### src/uwl_pkg.sv
// Shared types and constants for the UTF-8 decoder with greedy line wrap.
// Used by the decode front end, the bundle queue, the layout back end and the top level.
package uwl_pkg;

	localparam int WIDTH_W    = 12;
	localparam int USED_W     = 13;
	localparam int LINE_W     = 16;
	localparam int CP_W       = 16;
	localparam int QUEUE_DEPTH = 4;
	localparam int QPTR_W     = $clog2(QUEUE_DEPTH);
	localparam int QCNT_W     = $clog2(QUEUE_DEPTH + 1);

	localparam logic [WIDTH_W-1:0] WIDTH_RESET = 12'd240;
	localparam logic [WIDTH_W-1:0] MIN_WIDTH   = 12'd12;
	localparam logic [3:0]         NARROW_PX   = 4'd6;
	localparam logic [3:0]         WIDE_PX     = 4'd12;
	localparam logic [LINE_W-1:0]  LINE_MAX    = 16'hFFFF;

	localparam logic [CP_W-1:0] CP_BAD     = 16'h003F;
	localparam logic [CP_W-1:0] CP_NEWLINE = 16'h000A;
	localparam logic [CP_W-1:0] CP_SPACE   = 16'h0020;
	localparam logic [CP_W-1:0] CP_ASCII_LIMIT = 16'h0080;
	localparam logic [CP_W-1:0] CP_3BYTE_MIN   = 16'h0800;

	localparam logic [1:0] KIND_GLYPH   = 2'd0;
	localparam logic [1:0] KIND_NEWLINE = 2'd1;
	localparam logic [1:0] KIND_DROP    = 2'd2;
	localparam logic [1:0] KIND_END     = 2'd3;

	// One layout operation: a code point to place, or the end of the string.
	typedef struct packed {
		logic            is_end;
		logic [CP_W-1:0] cp;
	} op_t;

	// All operations caused by one input byte.
	typedef struct packed {
		op_t [2:0]  ops;
		logic [1:0] cnt;
		logic       seen;
	} bundle_t;

endpackage

### src/utf8_decode_and_line_wrap.sv
// Top level of the UTF-8 decoder with greedy line wrap.
// Depends on uwl_pkg, uwl_front, uwl_queue and uwl_layout.
//
// Usage:
//   Input channel (in_valid / in_stall / text_byte) carries one text byte per item;
//   a zero byte ends the string, flushes pending bytes and yields the end summary.
//   Output channel (out_valid / out_stall / result fields) carries one result per
//   item; last marks the final result caused by an input byte. A byte that only
//   opens a multi-byte sequence causes no result.
//   cfg_we / cfg_wdata write wrap_width (reset 240); write only while idle.
// Timing:
//   The front end decodes a byte in the cycle it is accepted and queues a bundle of
//   up to three layout operations. The layout unit places one operation per cycle
//   unless a stalled result holds the output register. Each bundle is written into
//   the queue, and each of its 1 to 3 results is registered in the output register.
//   Unstalled plain text runs at one byte per cycle; the four-entry queue absorbs bursts.
// Reset: clears pending bytes, pixel count, line counter (to one) and the queue.
// Stall: a stalled result holds in the output register; the queue fills and then
//   in_stall rises until the receiver takes results again.
module utf8_decode_and_line_wrap (
	input  logic        clk,
	input  logic        arst_n,
	input  logic        cfg_we,
	input  logic [11:0] cfg_wdata,
	input  logic        in_valid,
	output logic        in_stall,
	input  logic [7:0]  text_byte,
	output logic        out_valid,
	input  logic        out_stall,
	output logic [1:0]  kind,
	output logic [15:0] code_point,
	output logic [15:0] line_index,
	output logic [11:0] column_px,
	output logic [3:0]  glyph_px,
	output logic [15:0] total_lines,
	output logic        last
);
	import uwl_pkg::*;

	logic [WIDTH_W-1:0] wrap_width_q;
	logic               accept, push, pop, full, nonempty;
	bundle_t            push_bundle, head;

	always_ff @(posedge clk or negedge arst_n) begin
		if (!arst_n) begin
			wrap_width_q <= WIDTH_RESET;
		end else if (cfg_we) begin
			wrap_width_q <= cfg_wdata;
		end
	end

	assign in_stall = full;
	assign accept   = in_valid && !full;

	uwl_front u_front (
		.clk       (clk),
		.arst_n    (arst_n),
		.accept    (accept),
		.text_byte (text_byte),
		.push      (push),
		.bundle    (push_bundle)
	);

	uwl_queue u_queue (
		.clk      (clk),
		.arst_n   (arst_n),
		.push     (push),
		.wdata    (push_bundle),
		.pop      (pop),
		.full     (full),
		.nonempty (nonempty),
		.rdata    (head)
	);

	uwl_layout u_layout (
		.clk         (clk),
		.arst_n      (arst_n),
		.head_valid  (nonempty),
		.head        (head),
		.pop         (pop),
		.wrap_width  (wrap_width_q),
		.out_valid   (out_valid),
		.out_stall   (out_stall),
		.kind        (kind),
		.code_point  (code_point),
		.line_index  (line_index),
		.column_px   (column_px),
		.glyph_px    (glyph_px),
		.total_lines (total_lines),
		.last        (last)
	);

endmodule

### src/uwl_front.sv
// Decode front end: accepts text bytes, tracks pending UTF-8 lead and continuation
// bytes and emits a bundle of layout operations per byte. Depends on uwl_pkg.
module uwl_front (
	input  logic           clk,
	input  logic           arst_n,
	input  logic           accept,
	input  logic [7:0]     text_byte,
	output logic           push,
	output uwl_pkg::bundle_t bundle
);
	import uwl_pkg::*;

	logic [1:0] pend_cnt_q, pend_cnt_n;
	logic [7:0] pend0_q, pend0_n;
	logic [7:0] pend1_q, pend1_n;
	logic       seen_q, seen_n;

	function automatic bundle_t push_op(bundle_t bd, logic is_end, logic [CP_W-1:0] cp);
		bd.ops[bd.cnt] = '{is_end: is_end, cp: cp};
		bd.cnt = bd.cnt + 2'd1;
		return bd;
	endfunction

	logic            b_cont, b_ascii, b_lead;
	logic [CP_W-1:0] cp2, cp3;

	always_comb begin
		b_cont  = (text_byte[7:6] == 2'b10);
		b_ascii = !text_byte[7];
		b_lead  = (text_byte[7:5] == 3'b110) || (text_byte[7:4] == 4'b1110);
		cp2 = {5'd0, pend0_q[4:0], text_byte[5:0]};
		cp3 = {pend0_q[3:0], pend1_q[5:0], text_byte[5:0]};

		bundle     = '0;
		pend_cnt_n = pend_cnt_q;
		pend0_n    = pend0_q;
		pend1_n    = pend1_q;
		seen_n     = seen_q;

		if (text_byte == 8'd0) begin
			// flush pending bytes as one bad glyph each, then end the string
			if (pend_cnt_q != 2'd0) bundle = push_op(bundle, 1'b0, CP_BAD);
			if (pend_cnt_q == 2'd2) bundle = push_op(bundle, 1'b0, CP_BAD);
			bundle.seen = seen_q;
			bundle = push_op(bundle, 1'b1, '0);
			pend_cnt_n = 2'd0;
			seen_n = 1'b0;
		end else begin
			seen_n = 1'b1;
			pend_cnt_n = 2'd0;
			case (pend_cnt_q)
				2'd1: begin
					if (b_cont && pend0_q[7:5] == 3'b110) begin
						bundle = push_op(bundle, 1'b0, (cp2 >= CP_ASCII_LIMIT) ? cp2 : CP_BAD);
					end else if (b_cont) begin
						pend1_n = text_byte;
						pend_cnt_n = 2'd2;
					end else begin
						bundle = push_op(bundle, 1'b0, CP_BAD);
					end
				end
				2'd2: begin
					if (b_cont) begin
						bundle = push_op(bundle, 1'b0, (cp3 >= CP_3BYTE_MIN) ? cp3 : CP_BAD);
					end else begin
						bundle = push_op(bundle, 1'b0, CP_BAD);
						bundle = push_op(bundle, 1'b0, CP_BAD);
					end
				end
				default: ;
			endcase
			// decode this byte from the start unless it was taken as a continuation
			if (pend_cnt_q == 2'd0 || !b_cont) begin
				if (b_ascii) begin
					bundle = push_op(bundle, 1'b0, {8'd0, text_byte});
				end else if (b_lead) begin
					pend0_n = text_byte;
					pend_cnt_n = 2'd1;
				end else begin
					bundle = push_op(bundle, 1'b0, CP_BAD);
				end
			end
		end
	end

	assign push = accept && (bundle.cnt != 2'd0);

	always_ff @(posedge clk or negedge arst_n) begin
		if (!arst_n) begin
			pend_cnt_q <= 2'd0;
			seen_q <= 1'b0;
		end else if (accept) begin
			pend_cnt_q <= pend_cnt_n;
			seen_q <= seen_n;
		end
	end

	always_ff @(posedge clk) begin
		if (accept) begin
			pend0_q <= pend0_n;
			pend1_q <= pend1_n;
		end
	end

endmodule

### src/uwl_queue.sv
// Short bundle queue between the decode front end and the layout back end.
// Depends on uwl_pkg.
module uwl_queue (
	input  logic             clk,
	input  logic             arst_n,
	input  logic             push,
	input  uwl_pkg::bundle_t wdata,
	input  logic             pop,
	output logic             full,
	output logic             nonempty,
	output uwl_pkg::bundle_t rdata
);
	import uwl_pkg::*;

	bundle_t            mem_q [QUEUE_DEPTH];
	logic [QPTR_W-1:0]  wptr_q, rptr_q;
	logic [QCNT_W-1:0]  count_q;

	assign full     = (count_q == QCNT_W'(QUEUE_DEPTH));
	assign nonempty = (count_q != '0);
	assign rdata    = mem_q[rptr_q];

	always_ff @(posedge clk) begin
		if (push) mem_q[wptr_q] <= wdata;
	end

	always_ff @(posedge clk or negedge arst_n) begin
		if (!arst_n) begin
			wptr_q <= '0;
			rptr_q <= '0;
			count_q <= '0;
		end else begin
			if (push) wptr_q <= wptr_q + 1'b1;
			if (pop) rptr_q <= rptr_q + 1'b1;
			case ({push, pop})
				2'b10:   count_q <= count_q + 1'b1;
				2'b01:   count_q <= count_q - 1'b1;
				default: ;
			endcase
		end
	end

endmodule

### src/uwl_layout.sv
// Layout back end: places one operation per cycle with greedy wrap unless a stalled
// result blocks it, and drives the registered result channel. Depends on uwl_pkg.
module uwl_layout (
	input  logic                        clk,
	input  logic                        arst_n,
	input  logic                        head_valid,
	input  uwl_pkg::bundle_t            head,
	output logic                        pop,
	input  logic [uwl_pkg::WIDTH_W-1:0] wrap_width,
	output logic                        out_valid,
	input  logic                        out_stall,
	output logic [1:0]                  kind,
	output logic [15:0]                 code_point,
	output logic [15:0]                 line_index,
	output logic [11:0]                 column_px,
	output logic [3:0]                  glyph_px,
	output logic [15:0]                 total_lines,
	output logic                        last
);
	import uwl_pkg::*;

	logic [1:0]        idx_q;
	logic [USED_W-1:0] used_q, used_n;
	logic [LINE_W-1:0] line_q, line_n;
	logic              out_valid_q;
	logic [1:0]        kind_q, kind_n;
	logic [CP_W-1:0]   cp_q, cp_n;
	logic [LINE_W-1:0] line_idx_q, line_idx_n;
	logic [11:0]       col_q, col_n;
	logic [3:0]        gpx_q, gpx_n;
	logic [LINE_W-1:0] total_q, total_n;
	logic              last_q, last_n;

	op_t               op;
	logic              fire;
	logic [3:0]        gw;
	logic              fits;
	logic [LINE_W-1:0] line_inc, line_use;
	logic [USED_W-1:0] used_use;

	always_comb begin
		op       = head.ops[idx_q];
		fire     = head_valid && (!out_valid_q || !out_stall);
		last_n   = (idx_q == head.cnt - 2'd1);
		pop      = fire && last_n;
		gw       = (op.cp < CP_ASCII_LIMIT) ? NARROW_PX : WIDE_PX;
		fits     = ({1'b0, used_q} + 14'(gw)) <= 14'(wrap_width);
		line_inc = (line_q == LINE_MAX) ? line_q : line_q + 1'b1;
		line_use = fits ? line_q : line_inc;
		used_use = fits ? used_q : '0;

		kind_n     = KIND_GLYPH;
		cp_n       = op.cp;
		line_idx_n = line_use - 1'b1;
		col_n      = used_use[11:0];
		gpx_n      = gw;
		total_n    = '0;
		used_n     = used_use + USED_W'(gw);
		line_n     = line_use;

		if (op.is_end) begin
			kind_n     = KIND_END;
			cp_n       = '0;
			line_idx_n = '0;
			col_n      = '0;
			gpx_n      = '0;
			total_n    = (wrap_width < MIN_WIDTH || !head.seen) ? '0 : line_q;
			used_n     = '0;
			line_n     = LINE_W'(1);
		end else if (op.cp == CP_NEWLINE) begin
			kind_n     = KIND_NEWLINE;
			line_idx_n = line_q - 1'b1;
			col_n      = used_q[11:0];
			gpx_n      = '0;
			used_n     = '0;
			line_n     = line_inc;
		end else if (!fits && op.cp == CP_SPACE) begin
			// drop the space that caused the wrap
			kind_n = KIND_DROP;
			col_n  = '0;
			gpx_n  = NARROW_PX;
			used_n = '0;
		end
	end

	always_ff @(posedge clk or negedge arst_n) begin
		if (!arst_n) begin
			idx_q <= 2'd0;
			used_q <= '0;
			line_q <= LINE_W'(1);
			out_valid_q <= 1'b0;
		end else begin
			if (fire) begin
				idx_q <= last_n ? 2'd0 : idx_q + 2'd1;
				used_q <= used_n;
				line_q <= line_n;
				out_valid_q <= 1'b1;
			end else if (!out_stall) begin
				out_valid_q <= 1'b0;
			end
		end
	end

	always_ff @(posedge clk) begin
		if (fire) begin
			kind_q <= kind_n;
			cp_q <= cp_n;
			line_idx_q <= line_idx_n;
			col_q <= col_n;
			gpx_q <= gpx_n;
			total_q <= total_n;
			last_q <= last_n;
		end
	end

	assign out_valid   = out_valid_q;
	assign kind        = kind_q;
	assign code_point  = cp_q;
	assign line_index  = line_idx_q;
	assign column_px   = col_q;
	assign glyph_px    = gpx_q;
	assign total_lines = total_q;
	assign last        = last_q;

endmodule
### config.mk
export PLATFORM = sky130hd
export DESIGN_NAME = utf8_decode_and_line_wrap
export DESIGN_NICKNAME = d
export VERILOG_FILES = /design/src/uwl_pkg.sv /design/src/utf8_decode_and_line_wrap.sv /design/src/uwl_front.sv /design/src/uwl_queue.sv /design/src/uwl_layout.sv
export SDC_FILE = /design/constraint.sdc
export NUM_CORES = 1
export LEC_CHECK = 0
export ABC_CLOCK_PERIOD_IN_PS = 6300
export BUFFER_PORTS_ARGS = -buffer_cell sky130_fd_sc_hd__clkbuf_2
export CORE_MARGIN = 1
export CORE_UTILIZATION = 40
export DETAILED_ROUTE_END_ITERATION = 8
export SETUP_SLACK_MARGIN = 0.2
export SLEW_MARGIN = 20
export SYNTH_ARGS = -nofsm -noshare
export SYNTH_HDL_FRONTEND = slang
export SYNTH_SLANG_ARGS = --single-unit
### constraint.sdc
create_clock -name clk -period 6.3 [get_ports clk]
set_input_delay 0.945 -clock clk [delete_from_list [all_inputs] [get_ports clk]]
set_output_delay 0.945 -clock clk [all_outputs]
set_load 0.05 [all_outputs]
Word level (Yosys, flattened, before mapping)
Memories as Yosys holds them, arrays and structs flattened.
Cells that the tools add are included.
{ "op_classes": {"mux": 53, "order_cmp": 12, "addsub": 14, "eq_ne": 14, "n_reduce_logical": 30, "n_bitwise": 12} }
{ "op_table": {"columns": ["op", "count"], "rows": [
  ["54-bit two-way mux", 9],
  ["54-bit case mux with 2 select lines", 1],
  ["17-bit demux with 2-bit select", 3],
  ["16-bit two-way mux", 6],
  ["17-bit two-way mux", 4],
  ["33-bit AND", 2],
  ["33-bit inverter", 2],
  ["13-bit two-way mux", 4],
  ["51-bit bitwise mux", 1],
  ["48-bit AND", 1],
  ["48-bit inverter", 1],
  ["18-bit bitwise OR", 2],
  ["17-bit binary-select mux with 2-bit select", 1],
  ["16-bit by 1-bit subtractor with 16-bit output, second input constant", 2],
  ["26-bit two-way mux", 1],
  ["12-bit two-way mux", 2],
  ["2-bit two-way mux", 10],
  ["9-bit two-way mux", 2],
  ["16-bit by 1-bit adder with 16-bit output, second input constant", 1],
  ["16-bit == test, second input constant", 1],
  ["16-bit by 4-bit == test with 1-bit output, second input constant", 1],
  ["16-bit by 6-bit == test with 1-bit output, second input constant", 1],
  ["16-bit by 12-bit >= comparator with 1-bit output, second input constant", 1],
  ["16-bit by 8-bit less-than comparator with 1-bit output, second input constant", 1],
  ["other kinds (34)", 75]
]} }
{ "word_totals": {"mem_count": 1, "in_bits": 25, "ramBits": 216, "register_bits": 134, "wordCells": 157, "output_inout_bits": 69} }
{ "mem_list": {"columns": ["memory", "words", "width", "rd", "rd_ports_with_merged_regs", "write_ports", "line", "source"], "rows": [
  ["u_queue.mem_q", 4, 54, 1, 0, 1, "uwl_queue.sv:15", "bundle_t mem_q [QUEUE_DEPTH];"]
]} }

Longest topological paths before layout
{ "logic_depth": {"depth_word": 22, "ltp_mapped": 33, "depth_no_buf": 29} }

Modules after synthesis
From an unflattened synthesis, not the netlist that was laid out.
{ "hier_totals": {"hier_cells": 1160, "hier_area_um2": 16350.7} }
{ "modules_own_cells": {"columns": ["module", "area_per_inst_um2", "cells_each", "n_inst", "seq_area_each_um2"], "rows": [
  ["uwl_queue", 8184.1, 315, 1, 6661.4],
  ["uwl_layout", 6049.6, 620, 1, 2783.9],
  ["uwl_front", 1621.6, 199, 1, 465.4],
  ["utf8_decode_and_line_wrap", 495.5, 26, 1, 305.3]
]} }

Least setup slack after synthesis
No wires, ideal clock.
{ "synth_path": {"kind": "register -> register", "from": "register u_queue.rptr_q[0]", "to": "register u_layout.line_idx_q[8] (netlist: u_layout.line_index[8]), data pin", "arrival_ns": 6.240, "setup_slack_ns": -0.210, "synth_period_minus_slack_ns": 6.510, "required_time_ns": 6.030, "path_stages_with_launch": 31, "setup_time_ns": 0.270, "n_path_buf": 3, "cell_sequence": "dfrtp_1 -> buf_6 -> mux4_1 -> o41a_1 -> or3_1 -> buf_2 -> inv_2 -> ha_1 -> inv_1 -> ha_1 -> nand2b_1 -> nand2_1 -> nand4_1 -> nor2_1 -> xor2_1 -> ha_1 -> nand4_1 -> nor4_1 -> nor2_1 -> a211oi_1 -> a31oi_2 -> clkbuf_1 -> nand2_1 -> xor2_1 -> ha_1 -> o211ai_1 -> a211o_1 -> a21oi_2 -> o21ai_0 -> o21ai_0 -> a21oi_1"} }
{ "synth_between": {"elab_chain_len": 10, "elab_cells_between_ends": 11, "classes_between": "add/sub: 2; order compare: 2; eq/ne: 1; mux: 5; memory: 1"} }
{ "synth_rtl": {"columns": ["element", "line", "source"], "rows": [
  ["start, declared", "uwl_queue.sv:16", "logic [QPTR_W-1:0] wptr_q, rptr_q;"],
  ["start signal, assigned", "uwl_queue.sv:34", "if (pop) rptr_q <= rptr_q + 1'b1;"],
  ["memory read 4 x 54 bit", null, null],
  ["17-bit binary-select mux with 2-bit select", "uwl_layout.sv:42", "op = head.ops[idx_q];"],
  ["17-bit two-way mux (not written as such)", "uwl_layout.sv:42", null],
  ["16-bit by 8-bit less-than comparator with 1-bit output", "uwl_layout.sv:46", "gw = (op.cp < CP_ASCII_LIMIT) ? NARROW_PX : WIDE_PX;"],
  ["4-bit two-way mux", "uwl_layout.sv:46", null],
  ["via u_layout.gw[3]", "uwl_layout.sv:36", "logic [3:0] gw;"],
  ["13-bit by 4-bit adder with 14-bit output", "uwl_layout.sv:47", "fits = ({1'b0, used_q} + 14'(gw)) <= 14'(wrap_width);"],
  ["14-bit by 12-bit <= comparator with 1-bit output", "uwl_layout.sv:47", null],
  ["16-bit two-way mux", "uwl_layout.sv:49", "line_use = fits ? line_q : line_inc;"],
  ["16-bit by 1-bit subtractor with 16-bit output", "uwl_layout.sv:54", "line_idx_n = line_use - 1'b1;"],
  ["16-bit two-way mux", "uwl_layout.sv:70", "end else if (op.cp == CP_NEWLINE) begin"],
  ["end signal, assigned", "uwl_layout.sv:108", "line_idx_q <= line_idx_n;"],
  ["end, declared", "uwl_layout.sv:28", "logic [LINE_W-1:0] line_idx_q, line_idx_n;"]
]} }
The timed path passes the listed nets, and every way through them passes these cells. The select of a mux whose other input is x is not followed.
A chain may end at the register's enable or synchronous reset.

Worst setup path after layout
{ "layout_path": {"from": "register u_queue.rptr_q[0]", "to": "register u_layout.line_idx_q[14] (netlist: u_layout.line_index[14]), data pin"} }
{ "layout_between": {"elab_chain_len": 10, "elab_cells_between_ends": 11, "classes_between": "add/sub: 2; order compare: 2; eq/ne: 1; mux: 5; memory: 1"} }
{ "layout_rtl": {"columns": ["element", "line"], "rows": [
  ["memory read 4 x 54 bit *", null],
  ["17-bit binary-select mux with 2-bit select *", "uwl_layout.sv:42"],
  ["17-bit two-way mux (not written as such) *", "uwl_layout.sv:42"],
  ["16-bit by 8-bit less-than comparator with 1-bit output", "uwl_layout.sv:46"],
  ["4-bit two-way mux", "uwl_layout.sv:46"],
  ["13-bit by 4-bit adder with 14-bit output", "uwl_layout.sv:47"],
  ["14-bit by 12-bit <= comparator with 1-bit output", "uwl_layout.sv:47"],
  ["16-bit two-way mux", "uwl_layout.sv:49"],
  ["16-bit by 1-bit subtractor with 16-bit output", "uwl_layout.sv:54"],
  ["16-bit two-way mux", "uwl_layout.sv:70"]
]} }
Every way passes the cells marked *; elsewhere a longest branch is shown, timed or not. The select of a mux whose other input is x is not followed.

==> summary.md <==
| Metric | Value |
|---|---|
| RSZ-0062 raised after global routing | `true` |
| Die Area | `35,200 um2` |
| Wire per inst | `18.15 um` |
| Die Ht | `187.6 um` |
| DRT iter0 DRCs | `672` |
| Syn Inst Count | `1,098` |
| Arr. time, crit path | `6370 ps` |
| Vias in the first global route | `8,982` |
| Switching share of power | `0.3930` |
| Worst path max stage delay | `500 ps` |
| Combinational share of power | `0.418` |
| Post-DP HPWL | `20.83 mm` |
| Most frequent cells after synthesis | `edfxtp_1 (231), nand2_1 (106), o21ai_0 (95), nor2_1 (71)` |
| Root Buffer Master | `clkbuf_16` |
| Flop pwr share | `0.361` |
| Antenna diodes | `0` |
| Slew headroom | `0.2904` |
| Gr usage total | `0.1739` |
| Slowest cell on the critical path | `mux4_2` |
| Die width | `187.6 um` |
| DR DRC count | `0` |
| 1st-pass router iterations | `5` |
| # hold bufs at CTS | `0` |
| GRT overflow | `0` |
| Cell count after placement | `1,614` |
| Finished Layout Cells | `1,694` |
| CTS Sinks | `285` |
| Clock Tree Buf Depth | `3` |
| Max Fclk | `165.0 MHz` |
| PwrDens | `480.4 nW/um2` |
| Post-synth EDFFs | `231` |
| Clk_skew | `13.36 ps` |
| Critical path endpoint category | `flop` |
| Average cell area after synthesis | `12.55 um2` |
| Critical path class | `flop to flop` |
| HP Class | `flop to flop` |
| Final setup fails | `0` |
| Critical Path RT | `6610 ps` |
| Critical path fanouts, max | `8` |
| DRT Wirelength | `30.74 mm` |
| Register area share after synthesis | `0.6018` |
| Async SR Flop Fraction | `0.1895` |
| Flops & latches, synth | `285` |
| Status | `finished, final reports clean` |
| Net Sw Power | `3.040 mW` |
| Largest net degree at the start of global routing | `55` |
| Clk pin slew, worst setup/hold paths | `60 ps` |
| Final ANT Viol Nets | `0` |
| H-tree depth | `1` |
| First-pass GRT wire length | `48.85 mm` |
| Ys flop type | `edfxtp_1` |
| Final Hold Viols | `0` |
| RePlAce Congestion | `0.8771` |
| Std-Cell Rows | `67` |
| Final nets | `1,281` |
| Post-Synthesis Cell Area | `13,780 um2` |
| Post-synth cell types | `74` |
| DP Worst Slack | `-21.30 ps` |
| Clk_lat worst skew | `560 ps` |
| Maximum VDD drop | `0.3161 mV` |
| Largest cells by area after synthesis | `edfxtp_1 (50%), dfrtp_1 (8.9%), o21ai_0 (3.4%)` |
| Worst setup SP type | `flop` |
| Share of cells above drive strength 1 | `0.2231` |
| Post-synth top area cell | `edfxtp_1` |
| Worst setup margin | `240.0 ps` |
| Max-slew violations | `0` |
| YS warnings | `0` |
| Tmin final | `6060 ps` |
| Crit path top cell by count | `buf_6` |
| Max-Cap Viols | `0` |
| Internal power | `4.695 mW` |
| Via/cell ratio | `5.362` |
| Worst slew pin tran | `1064 ps` |
| Syn-to-layout area delta | `16.83%` |
| Buffers on Ports | `92` |
| Pleak | `6.049 nW` |
| CTS buffer count | `31` |
| Vias | `9,083` |
| Final TNS setup | `0 ps` |
| Initial Utilization | `0.4090` |
| Top-count cell post-synth | `edfxtp_1` |
| Final Cycle Share | `0.9619` |
| CORE AREA | `33,700 um2` |
| Clock group share of total power | `0.221` |
| I/O pins | `94` |
| Initial antenna violation count | `0` |
| CTS tree | `built` |
| Post-synth top area share | `0.5033` |
flip-flops by register name, indices dropped and copies added (netlist names), 6 cells and up:
name and flops:
u_layout.total_lines 16, u_front.pend0_q 7, wrap_width_q 12, u_layout.used_q 13, u_layout.line_q 16, u_layout.column_px 12, u_queue.mem_q 152, u_layout.line_index 16
u_layout.code_point 16, u_front.pend1_q 6
cell usage in the layout (no fill, tap or decap), drive strengths merged, types with 8 or more instances in the layout:
| master | synthesis | routed |
|---|---|---|
| a22oi | 12 | 12 |
| a21oi | 50 | 50 |
| nor4 | 12 | 12 |
| o31ai | 10 | 10 |
| clkinv | 0 | 10 |
| nor2b | 12 | 12 |
| nand3 | 29 | 29 |
| nand2 | 106 | 106 |
| dfrtp | 49 | 49 |
| and3 | 23 | 23 |
| edfxtp | 231 | 231 |
| xnor2 | 36 | 36 |
| nor3 | 14 | 14 |
| nor2 | 71 | 71 |
| buf | 16 | 50 |
| a211oi | 8 | 8 |
| conb | 1 | 9 |
| ha | 34 | 34 |
| o21ai | 98 | 98 |
| nand2b | 13 | 13 |
| nand4 | 11 | 11 |
| mux4 | 37 | 37 |
| mux2i | 8 | 8 |
| clkbuf | 44 | 134 |
| and2 | 42 | 42 |
| xor2 | 11 | 11 |
| inv | 39 | 40 |
cells by family after synthesis:
| group | count (synthesis) | synth area share |
|---|---|---|
| AO/OA/AOI/OAI | 227 | 0.1025 |
| AND/OR/NAND/NOR | 355 | 0.1276 |
| buffers and inverters | 99 | 0.03141 |
| flip-flops | 285 | 0.6018 |
| adder cells (fa/ha/maj) | 35 | 0.03232 |
| XOR/XNOR | 47 | 0.02987 |
| multiplexers | 49 | 0.07417 |
| other | 1 | 0.0002721 |
cell type report:
type                       count  area (um2)
clock buffer                  42       848.3
clock inverter                16       116.4
fill                        3062       17600
inverter                      39       148.9
multi-input combinational    722        5253
sequential                   285        8297
tap                          448       560.5
timing repair buffer         142       878.3
through the flow:
step / util / hold slack (ps) / power [mW] / instance area [um2]
after global routing: 0.4778 / 502.2 / 8.151 / 16100
after detailed placement: 0.4395 / 462.2 / 5.884 / 14810
after floorplan: - / 441.8 / 5.074 / 13860
after CTS: 0.4721 / 474.9 / 7.688 / 15910
final: 0.4778 / 474.8 / 7.735 / 16100
after global placement: 0.4395 / 452.8 / 5.849 / 14810
power by group through the flow:
stage               logic (mW)  clock network, mW  registers (mW)
floorplan                 1.66                  0            3.42
finish                    3.23               1.71            2.79
detailed placement        3.05                  0            2.83
global route              3.50               1.82            2.84
CTS                       3.15               1.74            2.80
global placement          3.03                  0            2.82
final timing paths:
path / slack (ps) / cells past startpoint / to / from
setup reg to reg: 240 / 33 / u_layout.line_index[14] / u_queue.rptr_q[0]
setup / recovery: 240 / 33 / u_layout.line_index[14] / u_queue.rptr_q[0]
hold / removal: 470 / 2 / u_front.seen_q / u_front.seen_q
min in group asynchronous: 570 / 2 / u_layout.line_q[5] / arst_n
hold reg to reg: 470 / 2 / u_front.seen_q / u_front.seen_q
max in group asynchronous: 5120 / 2 / u_queue.rptr_q[0] / arst_n
per-layer routing:
metal / part of all wire / wire (um) / GRT usage
met4: 0.026 / 810 / 0.04941
met1: 0.44 / 13480 / 0.2306
met2: 0.49 / 15050 / 0.2977
met5: 0 / 0 / 0
met3: 0.046 / 1401 / 0.02396
worst max-delay path, delay by kind of cell, from the launching register on:
family / cells / cell delay (ps)
buf+inv: 7 / 760
compound gates: 9 / 1630
xor+xnor: 2 / 240
simple gates: 9 / 1220
mux: 2 / 690
fa+ha+maj: 4 / 760
flops: 1 / 480
repair_timing:
item / 4_1_cts / 5_1_grt
setup endpoints to repair: 7 / 22
gates resized for setup: 13 / 39
buffers inserted: 12 / 10
gates cloned: 0 / 0
pin swaps: 9 / 25
Note: power is estimated with default switching activity, not from simulation.
